<file path="src/sv/qfts_pkg.sv">
// Package for the two-stack queue: sizes, command and status codes, stack op struct.
// No dependencies; imported by the interfaces, the stack module and the top level.
package qfts_pkg;

    localparam int DEPTH  = 16;
    localparam int ADDR_W = (DEPTH > 1) ? $clog2(DEPTH) : 1;
    localparam int CNT_W  = $clog2(DEPTH + 1);
    localparam int DATA_W = 32;

    localparam logic CMD_ENQUEUE = 1'b0;
    localparam logic CMD_DEQUEUE = 1'b1;

    localparam logic [1:0] ST_ENQUEUED = 2'd0;
    localparam logic [1:0] ST_DEQUEUED = 2'd1;
    localparam logic [1:0] ST_EMPTY    = 2'd2;
    localparam logic [1:0] ST_FULL     = 2'd3;

    localparam logic signed [DATA_W-1:0] EMPTY_VALUE = -32'sd999;

    typedef logic signed [DATA_W-1:0] data_t;
    typedef logic [CNT_W-1:0]         cnt_t;

    // One operation on a stack; push and pop are never raised together.
    typedef struct packed {
        logic  push;
        logic  pop;
        data_t wdata;
    } stk_op_t;

endpackage

</file>
<file path="src/sv/qfts_if.sv">
// Valid/ready channel interfaces for the queue's request and response items.
// Depends on qfts_pkg.
interface qfts_req_if;
    import qfts_pkg::*;

    logic  valid;
    logic  ready;
    logic  command;
    data_t value;

    modport source (output valid, output command, output value, input ready);
    modport sink   (input valid, input command, input value, output ready);
endinterface

interface qfts_rsp_if;
    import qfts_pkg::*;

    logic       valid;
    logic       ready;
    data_t      value_out;
    logic [1:0] status;

    modport source (output valid, output value_out, output status, input ready);
    modport sink   (input valid, input value_out, input status, output ready);
endinterface

</file>
<file path="src/sv/qfts_stack.sv">
// Bounded stack: synchronous memory plus fill count, one push or pop per cycle.
// A pop returns the top entry in the registered read data in the cycle after it. Depends on qfts_pkg.
module qfts_stack
(
    input  logic              clk,
    input  logic              rst_n,
    input  qfts_pkg::stk_op_t op,
    output qfts_pkg::cnt_t    count,
    output qfts_pkg::data_t   rdata
);
    import qfts_pkg::*;

    data_t mem [DEPTH];
    data_t rdata_reg;
    cnt_t  count_reg;
    cnt_t  count_next;
    cnt_t  count_dec;

    assign count_dec = count_reg - cnt_t'(1);

    always_comb
    begin
        count_next = count_reg;
        if (op.push)
        begin
            count_next = count_reg + cnt_t'(1);
        end
        else if (op.pop)
        begin
            count_next = count_dec;
        end
    end

    always_ff @(posedge clk or negedge rst_n)
    begin
        if (!rst_n)
        begin
            count_reg <= '0;
        end
        else
        begin
            count_reg <= count_next;
        end
    end

    // memory port: write at the fill level, read just below it
    always_ff @(posedge clk)
    begin
        if (op.push)
        begin
            mem[count_reg[ADDR_W-1:0]] <= op.wdata;
        end
        if (op.pop)
        begin
            rdata_reg <= mem[count_dec[ADDR_W-1:0]];
        end
    end

    assign count = count_reg;
    assign rdata = rdata_reg;

endmodule

</file>
<file path="src/sv/queue_from_two_stacks.sv">
// FIFO queue built from two bounded stacks held in synchronous memories.
// Enqueue, refused enqueue and dequeue of an empty queue load the result register on accept.
// Dequeue with the second stack holding entries: one memory read, then delivery from S_DONE.
// Dequeue that refills the second stack moves every entry of the first through S_XFER,
// one memory read and one memory write per moved entry, then pops in S_POP and delivers.
// Asynchronous active-low reset empties both stacks; memory contents are left as they are.
module queue_from_two_stacks
(
    input  logic       clk,
    input  logic       rst_n,
    qfts_req_if.sink   request,
    qfts_rsp_if.source response
);
    import qfts_pkg::*;

    // sequencer codes
    localparam logic [1:0] S_IDLE = 2'd0;   // ready for a new item
    localparam logic [1:0] S_XFER = 2'd1;   // moving first stack onto second
    localparam logic [1:0] S_POP  = 2'd2;   // issue the pop of the second stack
    localparam logic [1:0] S_DONE = 2'd3;   // popped value in read register, deliver it

    logic [1:0] state_reg;
    logic [1:0] state_next;

    // result register between the sequencer and the response channel
    logic       out_valid_reg;
    data_t      out_value_reg;
    logic [1:0] out_status_reg;
    logic       out_load;
    data_t      out_value_next;
    logic [1:0] out_status_next;
    logic       out_free;

    stk_op_t first_op;
    stk_op_t second_op;
    cnt_t    first_count;
    cnt_t    second_count;
    data_t   first_rdata;
    data_t   second_rdata;

    logic    in_accept;

    qfts_stack u_first
    (
        .clk   (clk),
        .rst_n (rst_n),
        .op    (first_op),
        .count (first_count),
        .rdata (first_rdata)
    );

    qfts_stack u_second
    (
        .clk   (clk),
        .rst_n (rst_n),
        .op    (second_op),
        .count (second_count),
        .rdata (second_rdata)
    );

    // The result slot is free when empty or being taken in this cycle.
    assign out_free      = !out_valid_reg || response.ready;
    assign request.ready = (state_reg == S_IDLE) && out_free;
    assign in_accept     = request.valid && request.ready;

    always_comb
    begin
        state_next      = state_reg;
        first_op        = '{push: 1'b0, pop: 1'b0, wdata: request.value};
        second_op       = '{push: 1'b0, pop: 1'b0, wdata: first_rdata};
        out_load        = 1'b0;
        out_value_next  = '0;
        out_status_next = ST_ENQUEUED;

        unique case (state_reg)
            S_IDLE:
            begin
                if (in_accept)
                begin
                    if (request.command == CMD_ENQUEUE)
                    begin
                        // enqueue answers at once, refused when the first stack is full
                        out_load = 1'b1;
                        if (first_count == cnt_t'(DEPTH))
                        begin
                            out_status_next = ST_FULL;
                        end
                        else
                        begin
                            first_op.push   = 1'b1;
                            out_status_next = ST_ENQUEUED;
                        end
                    end
                    else if (second_count != '0)
                    begin
                        second_op.pop = 1'b1;
                        state_next    = S_DONE;
                    end
                    else if (first_count != '0)
                    begin
                        // refill: start popping the first stack
                        first_op.pop = 1'b1;
                        state_next   = S_XFER;
                    end
                    else
                    begin
                        out_load        = 1'b1;
                        out_value_next  = EMPTY_VALUE;
                        out_status_next = ST_EMPTY;
                    end
                end
            end
            S_XFER:
            begin
                // push the entry read last cycle, pop the next one (if any is left) in the same cycle
                second_op.push = 1'b1;
                if (first_count != '0)
                begin
                    first_op.pop = 1'b1;
                end
                else
                begin
                    state_next = S_POP;
                end
            end
            S_POP:
            begin
                second_op.pop = 1'b1;
                state_next    = S_DONE;
            end
            S_DONE:
            begin
                if (out_free)
                begin
                    out_load        = 1'b1;
                    out_value_next  = second_rdata;
                    out_status_next = ST_DEQUEUED;
                    state_next      = S_IDLE;
                end
            end
            default:
            begin
                state_next = S_IDLE;
            end
        endcase
    end

    always_ff @(posedge clk or negedge rst_n)
    begin
        if (!rst_n)
        begin
            state_reg     <= S_IDLE;
            out_valid_reg <= 1'b0;
        end
        else
        begin
            state_reg <= state_next;
            if (out_load)
            begin
                out_valid_reg <= 1'b1;
            end
            else if (response.ready)
            begin
                out_valid_reg <= 1'b0;
            end
        end
    end

    always_ff @(posedge clk)
    begin
        if (out_load)
        begin
            out_value_reg  <= out_value_next;
            out_status_reg <= out_status_next;
        end
    end

    assign response.valid     = out_valid_reg;
    assign response.value_out = out_value_reg;
    assign response.status    = out_status_reg;

    // Neither stack ever holds more than DEPTH entries.
    a_counts_bounded: assert property (@(posedge clk) disable iff (!rst_n)
        (first_count <= cnt_t'(DEPTH)) && (second_count <= cnt_t'(DEPTH)))
        else $error("stack count beyond depth");

    // Every transfer cycle adds exactly one entry to the second stack.
    a_xfer_push: assert property (@(posedge clk) disable iff (!rst_n)
        (state_reg == S_XFER) |=> (second_count == $past(second_count) + cnt_t'(1)))
        else $error("transfer cycle without push to second stack");

    // A dequeue that has to read memory blocks new items until its result is out.
    a_deq_blocks: assert property (@(posedge clk) disable iff (!rst_n)
        (in_accept && (request.command == CMD_DEQUEUE)
            && ((first_count != '0) || (second_count != '0))) |=> !request.ready)
        else $error("new item taken during dequeue");

    // A loaded result never overwrites one still waiting.
    a_no_overwrite: assert property (@(posedge clk) disable iff (!rst_n)
        out_load |-> out_free)
        else $error("result register overwritten");

endmodule

</file>
<file path="src/flat_wrapper.sv">
// flat-port wrapper written by rule: the top's interface ports become plain ports
module queue_from_two_stacks_flat import qfts_pkg::*;
  (clk, rst_n, request_valid, request_command, request_value, request_ready, response_valid, response_value_out, response_status, response_ready);
  qfts_req_if request_i ();
  qfts_rsp_if response_i ();
  input  logic clk;
  input  logic rst_n;
  input wire logic [$bits(request_i.valid)-1:0] request_valid;
  input wire logic [$bits(request_i.command)-1:0] request_command;
  input wire logic [$bits(request_i.value)-1:0] request_value;
  output wire logic [$bits(request_i.ready)-1:0] request_ready;
  output wire logic [$bits(response_i.valid)-1:0] response_valid;
  output wire logic [$bits(response_i.value_out)-1:0] response_value_out;
  output wire logic [$bits(response_i.status)-1:0] response_status;
  input wire logic [$bits(response_i.ready)-1:0] response_ready;
  assign request_i.valid = request_valid;
  assign request_i.command = request_command;
  assign request_i.value = request_value;
  assign request_ready = request_i.ready;
  assign response_valid = response_i.valid;
  assign response_value_out = response_i.value_out;
  assign response_status = response_i.status;
  assign response_i.ready = response_ready;
  queue_from_two_stacks u_core (.clk(clk), .rst_n(rst_n), .request(request_i), .response(response_i));
endmodule
</file>
<file path="config.mk">
export PLATFORM = sky130hd
export DESIGN_NAME = queue_from_two_stacks_flat
export DESIGN_NICKNAME = d
export VERILOG_FILES = /design/src/sv/qfts_pkg.sv /design/src/sv/qfts_if.sv /design/src/sv/qfts_stack.sv /design/src/sv/queue_from_two_stacks.sv /design/src/flat_wrapper.sv
export SDC_FILE = /design/constraint.sdc
export NUM_CORES = 1
export LEC_CHECK = 0
export BUFFER_PORTS_ARGS = -buffer_cell sky130_fd_sc_hd__clkbuf_2
export CAP_MARGIN = 5
export CELL_PAD_IN_SITES_DETAIL_PLACEMENT = 0
export CELL_PAD_IN_SITES_GLOBAL_PLACEMENT = 1
export CORE_MARGIN = 2
export CORE_UTILIZATION = 30
export CTS_CLUSTER_SIZE = 10
export DETAILED_ROUTE_END_ITERATION = 8
export PLACE_DENSITY = 0.52
export SLEW_MARGIN = 40
export SYNTH_ARGS = -nofsm -noshare
export SYNTH_HDL_FRONTEND = slang
export SYNTH_SLANG_ARGS = --single-unit
</file>
<file path="constraint.sdc">
create_clock -name clk -period 12.4 [get_ports clk]
set_input_delay 3.72 -clock clk [delete_from_list [all_inputs] [get_ports clk]]
set_output_delay 3.72 -clock clk [all_outputs]
set_load 0.05 [all_outputs]
</file>
* Word-level counts from Yosys, hierarchy flattened
Memories as Yosys holds them, arrays and structs flattened. A register that Yosys moved wholly into a read port is not among the register bits.
Cells that the tools add are included.
** Storage, ports and cells
- Bits in registers :: 47
- RAM bits :: 1024
- Input port bits :: 37
- Output and inout port bits :: 36
- Word-level logic and storage cells :: 81
- Memories :: 2
** Memories
- u_core.u_first.mem :: words 16, bits a word 32, read ports 1, clocked after memory_dff 1, write ports 1, line qfts_stack.sv:13 : data_t mem [DEPTH];
- u_core.u_second.mem :: words 16, bits a word 32, read ports 1, clocked after memory_dff 1, write ports 1, line qfts_stack.sv:13
** Operators by class
- $add $sub $neg :: 4
- Equality and inequality tests :: 9
- Muxes and demuxes :: 49
- Reductions and logical operators :: 11
** Operators by type and width (number)
- $mux 32 :: 5
- $pmux 32 s2 :: 1
- $mux 2 :: 12
- $mux 1 :: 22
- $mux 5 :: 4
- $add 5x1->5 const B :: 2
- $reduce_bool 5->1 :: 2
- $sub 5x1->5 const B :: 2
- $pmux 2 s4 :: 1
- $pmux 1 s2 :: 3
- $reduce_bool 2->1 :: 3
- $eq 5x5->1 const B :: 1
- $reduce_and 5->1 :: 1
- $eq 2x2->1 const B :: 2
- $ne 2x1->1 const B :: 2
- $ne 2x2->1 const B :: 2
- $pmux 2 s2 :: 1
- $ne 3x3->1 const B :: 1
- $eq 2x1->1 const B :: 1
- $logic_and 1x1->1 :: 2
- $logic_not 2->1 :: 1
- $logic_not 1->1 :: 1
- $logic_or 1x1->1 :: 1

* Longest topological paths before layout
- Word-level depth :: 8
- Gate-level depth with buffers :: 10
- Mapped depth without buffers :: 7

* Modules after synthesis
A second synthesis with hierarchy kept.
** Second synthesis, totals
- Cell total of the unflattened synthesis :: 1971
- Area, all modules :: 43455.4 µm²
** By module, submodules not included
- qfts_stack :: times used 2, cells each 913, area an instance 20843.7 µm²
- queue_from_two_stacks :: times used 1, cells each 145, area an instance 1767.9 µm²

* Worst setup path before layout
No wires, ideal clock.
- Path kind :: in2out
- Start :: input response_ready
- End :: output request_ready
- Data arrival time :: 4.318 ns
- Data required time :: 8.680 ns
- Path slack :: 4.362 ns
- Cell stages on the path :: 2
- Cell sequence :: nand2b_1 > and2_1
** On the way
- Longest elaborated chain between the ends :: 2
** RTL lines
- start: declaration :: line flat_wrapper.sv:15 : input wire logic [$bits(response_i.ready)-1:0] response_ready;
- $logic_or 1x1->1 :: line queue_from_two_stacks.sv:62 : assign out_free = !out_valid_reg || response.ready;
- $logic_and 1x1->1 :: line queue_from_two_stacks.sv:63 : assign request.ready = (state_reg == S_IDLE) && out_free;
- end: declaration :: line flat_wrapper.sv:11 : output wire logic [$bits(request_i.ready)-1:0] request_ready;
No other way between the ends.

* Worst setup path in the final report
Ends and elaborated chain as after synthesis.

==> impl_metrics.ini <==
[power_and_ir_drop]
pwr-share-seq_pct = 42.7
power_leakage_nw = 15.5
clkPwrFrac_pct = 27.4
switchingPower_w = 0.00383
ir_drop_v = 0.000244
swShare_pct = 30.4
p_per_area_nw_per_um2 = 254
pwr-share-comb_pct = 30.0
power.internal_w = 0.00876

[floorplanning]
die_h_um = 382
core_area_um2 = 142000
rows = 138
fp.dieArea_um2 = 146000
start_util_pct = 30.3
die_w_um = 382
ios = 73

[sta]
slew_viol_final = 0
period_share_pct = 65.9
finClkSkew_ns = 0.0304
fin_ws_ns = 4.23
worst_pin_slew_ns = 0.764
rsz0062_at_grt = no
maxSlewHeadroom_pct = 49.0
fmax_ghz = 0.122
finalSetupViolations = 0
hold_ws_ns = 0.511
finalHoldViolCount = 0
fin_crit_ns = 8.17
setup_tns_ns = 0

[layout]
instances_no_fill = 3859
multi_input_area_um2 = 8660
final-seq-area_um2 = 34000
fill_cells = 13000
final_nets = 1973
area_growth_pct = 15.5
stdcell_area_um2 = 49600
drive_gt1_share_pct = 32.8

[global_routing]
overflow = 0
track_usage_pct = 13.3
grt_first_pass_wirelength_mm = 140
grt_max_degree = 65
grt_pass1_vias = 20000
grt_antenna_before_repair = 12

[route]
vias = 18500
vias_per_cell = 4.78
wire_per_inst_um = 24.8
wirelength_mm = 95.8
drc = 0
first_pass_iters = 5
postRouteAntennaNets = 0
drtIter0Drc = 1606

[synthesis]
avgSynthCellArea_um2 = 24.6
synth_fp_nets = 1797
ys_seq_area_share_pct = 79.2
synth.distinct_cells = 51
synth_edf_count = 1122
synth_top_area_share_pct = 78.4
synth_area_leaders = edfxtp_1, mux4_2, dfrtp_1, nand2_1, buf_6
syn_area_um2 = 43000
yosysMostFrequentCell = edfxtp_1
synth_area_leader_cell = edfxtp_1
async_flop_share_pct = 1.15
syn_inst = 1745
synth-seq-cells = 1135
yosys_most_used_dff = edfxtp_1
yosys_warnings = 0
synth_common_cells = edfxtp_1, mux4_2, nand2_1

[placement]
dp_hpwl_mm = 49.5
dp_cells = 3674
gp_congestion = 0.709
dpl-instance-area_um2 = 45900
port_buffers = 72
preCtsSetupSlack_ns = 4.22

[worst_setup_path]
cp_common_cell = clkbuf_2
crit_family = simple AND/OR/NAND/NOR gates
worst_setup_path_start_kind = input port
crit_arrival_ns = 4.45
endpoint_kind = primary output
r2r_start = u_core.u_first.count[0]
rr_worst_depth = 6
crit_path_cell_trace = clkbuf_2 -> nand2b_1 -> and2_1 -> clkbuf_2
worst-path-max-fanout = 6
worst-setup-path-type = input port to primary output
cpPeakStageDelay_ns = 0.23
cp.depth = 4
path_buf_inv = 2
crit_start = response_ready
cp-endpoint = request_ready
crit_slowest_cell = clkbuf_2
reg2reg_to = u_core.u_first.rdata[17]
r2r_slack_ns = 7.71
worst_ep_required_time_ns = 8.68

[clock_tree]
path_clk_slew_ns = 0.05
clockBufferDepth = 3
clock-root-buffer = clkbuf_16
htree_levels = 4
cts_resized = 0
postCtsSetupBuffers = 0
cts_tree = built
postCtsHoldBufs = 0
clk_latency_ns = 0.75
clock-sinks = 1135
cts_buffers = 134

[hold_path]
holdPathStages = 2
min_path_type = flip-flop to flip-flop

[flow_run]
drv_cap = 0

[outcome]
status = finished, final reports clean
worst register-to-register path, cell delays in order (launching register included):
cell and delay, ns:
dfrtp_4 0.83, inv_1 0.30, ha_4 0.80, buf_4 0.74, buf_4 0.75, mux4_2 0.44
mux4_2 0.55
logic make-up after synthesis:
family                     Yosys count  share of synthesized area (%)
AOI/OAI and AO/OA                   25                          0.486
xor gates and xnor gates            10                          0.221
adders and majority gates           15                          0.437
buffers and inverters               93                           1.23
DFF                               1135                           79.2
muxes                              322                           16.8
and+or+nand+nor                    145                           1.65
routing by layer:
| layer | wire [um] | global-route usage (%) | share of wire, % | vias up |
|---|---|---|---|---|
| met5 | 64 | 0 | 0.067 | - |
| met4 | 2050 | 4.49 | 2.1 | 10 |
| met3 | 3960 | 2.50 | 4.1 | 157 |
| met2 | 48300 | 22.2 | 50 | 424 |
| met1 | 41400 | 17.4 | 43 | 10100 |
| li1 | - | - | - | 7811 |
how the worst min path moves through the flow:
stage | from | to | slack [ns]
after global placement | u_core.u_second.rdata[24] | u_core.response.value_out[24] | 0.50
after CTS | u_core.u_second.rdata[0] | u_core.response.value_out[0] | 0.51
after detailed placement | u_core.u_second.rdata[14] | u_core.response.value_out[14] | 0.50
after floorplan | u_core.u_second.rdata[30] | u_core.response.value_out[30] | 0.48
after global routing | u_core.u_second.rdata[24] | u_core.response.value_out[24] | 0.54
final | u_core.u_second.rdata[15] | u_core.response.value_out[15] | 0.51
power groups by stage:
stage / clock (W) / combinational, W / sequential [W]
final: 0.00344 / 0.00377 / 0.00537
after global routing: 0.00369 / 0.00404 / 0.00543
after CTS: 0.00355 / 0.00388 / 0.00538
after detailed placement: 0 / 0.00387 / 0.00545
after global placement: 0 / 0.00380 / 0.00543
after floorplan: 0 / 0.00272 / 0.00532
through the flow:
step / util [%] / total power [W]
finish: 35.0 / 0.0126
global route: 35.0 / 0.0132
CTS: 34.9 / 0.0128
detailed placement: 32.3 / 0.00932
global placement: 32.3 / 0.00923
floorplan: - / 0.00803
cells in the final DEF (no fill, tap or decap), drive strengths merged, types with 2 or more instances in the layout:
master,count
nand4,2
clkinv,7
a2111oi,2
nand3b,2
clkinvlp,2
xnor2,7
nand2,73
nand2b,3
inv,17
xor2,3
nor2b,2
nor3,5
a41o,2
nor3b,2
and4b,4
and2,13
mux4,320
nand3,4
and3,5
and4,3
nor4b,2
clkbuf,239
mux2i,2
ha,15
buf,51
dfrtp,13
nor2,23
a21oi,2
o21ai,8
edfxtp,1122
cell type report:
class                           instances  area share (%)
Timing Repair Buffer                  123            1.66
Multi-Input combinational cell        517            17.4
Tap cell                             1890            4.77
Clock inverter                         16           0.270
Inverter                               10          0.0756
Antenna cell                            1         0.00504
Sequential cell                      1135            68.6
Clock buffer                          167            7.22
No activity file was read; power rests on OpenSTA's default activity.
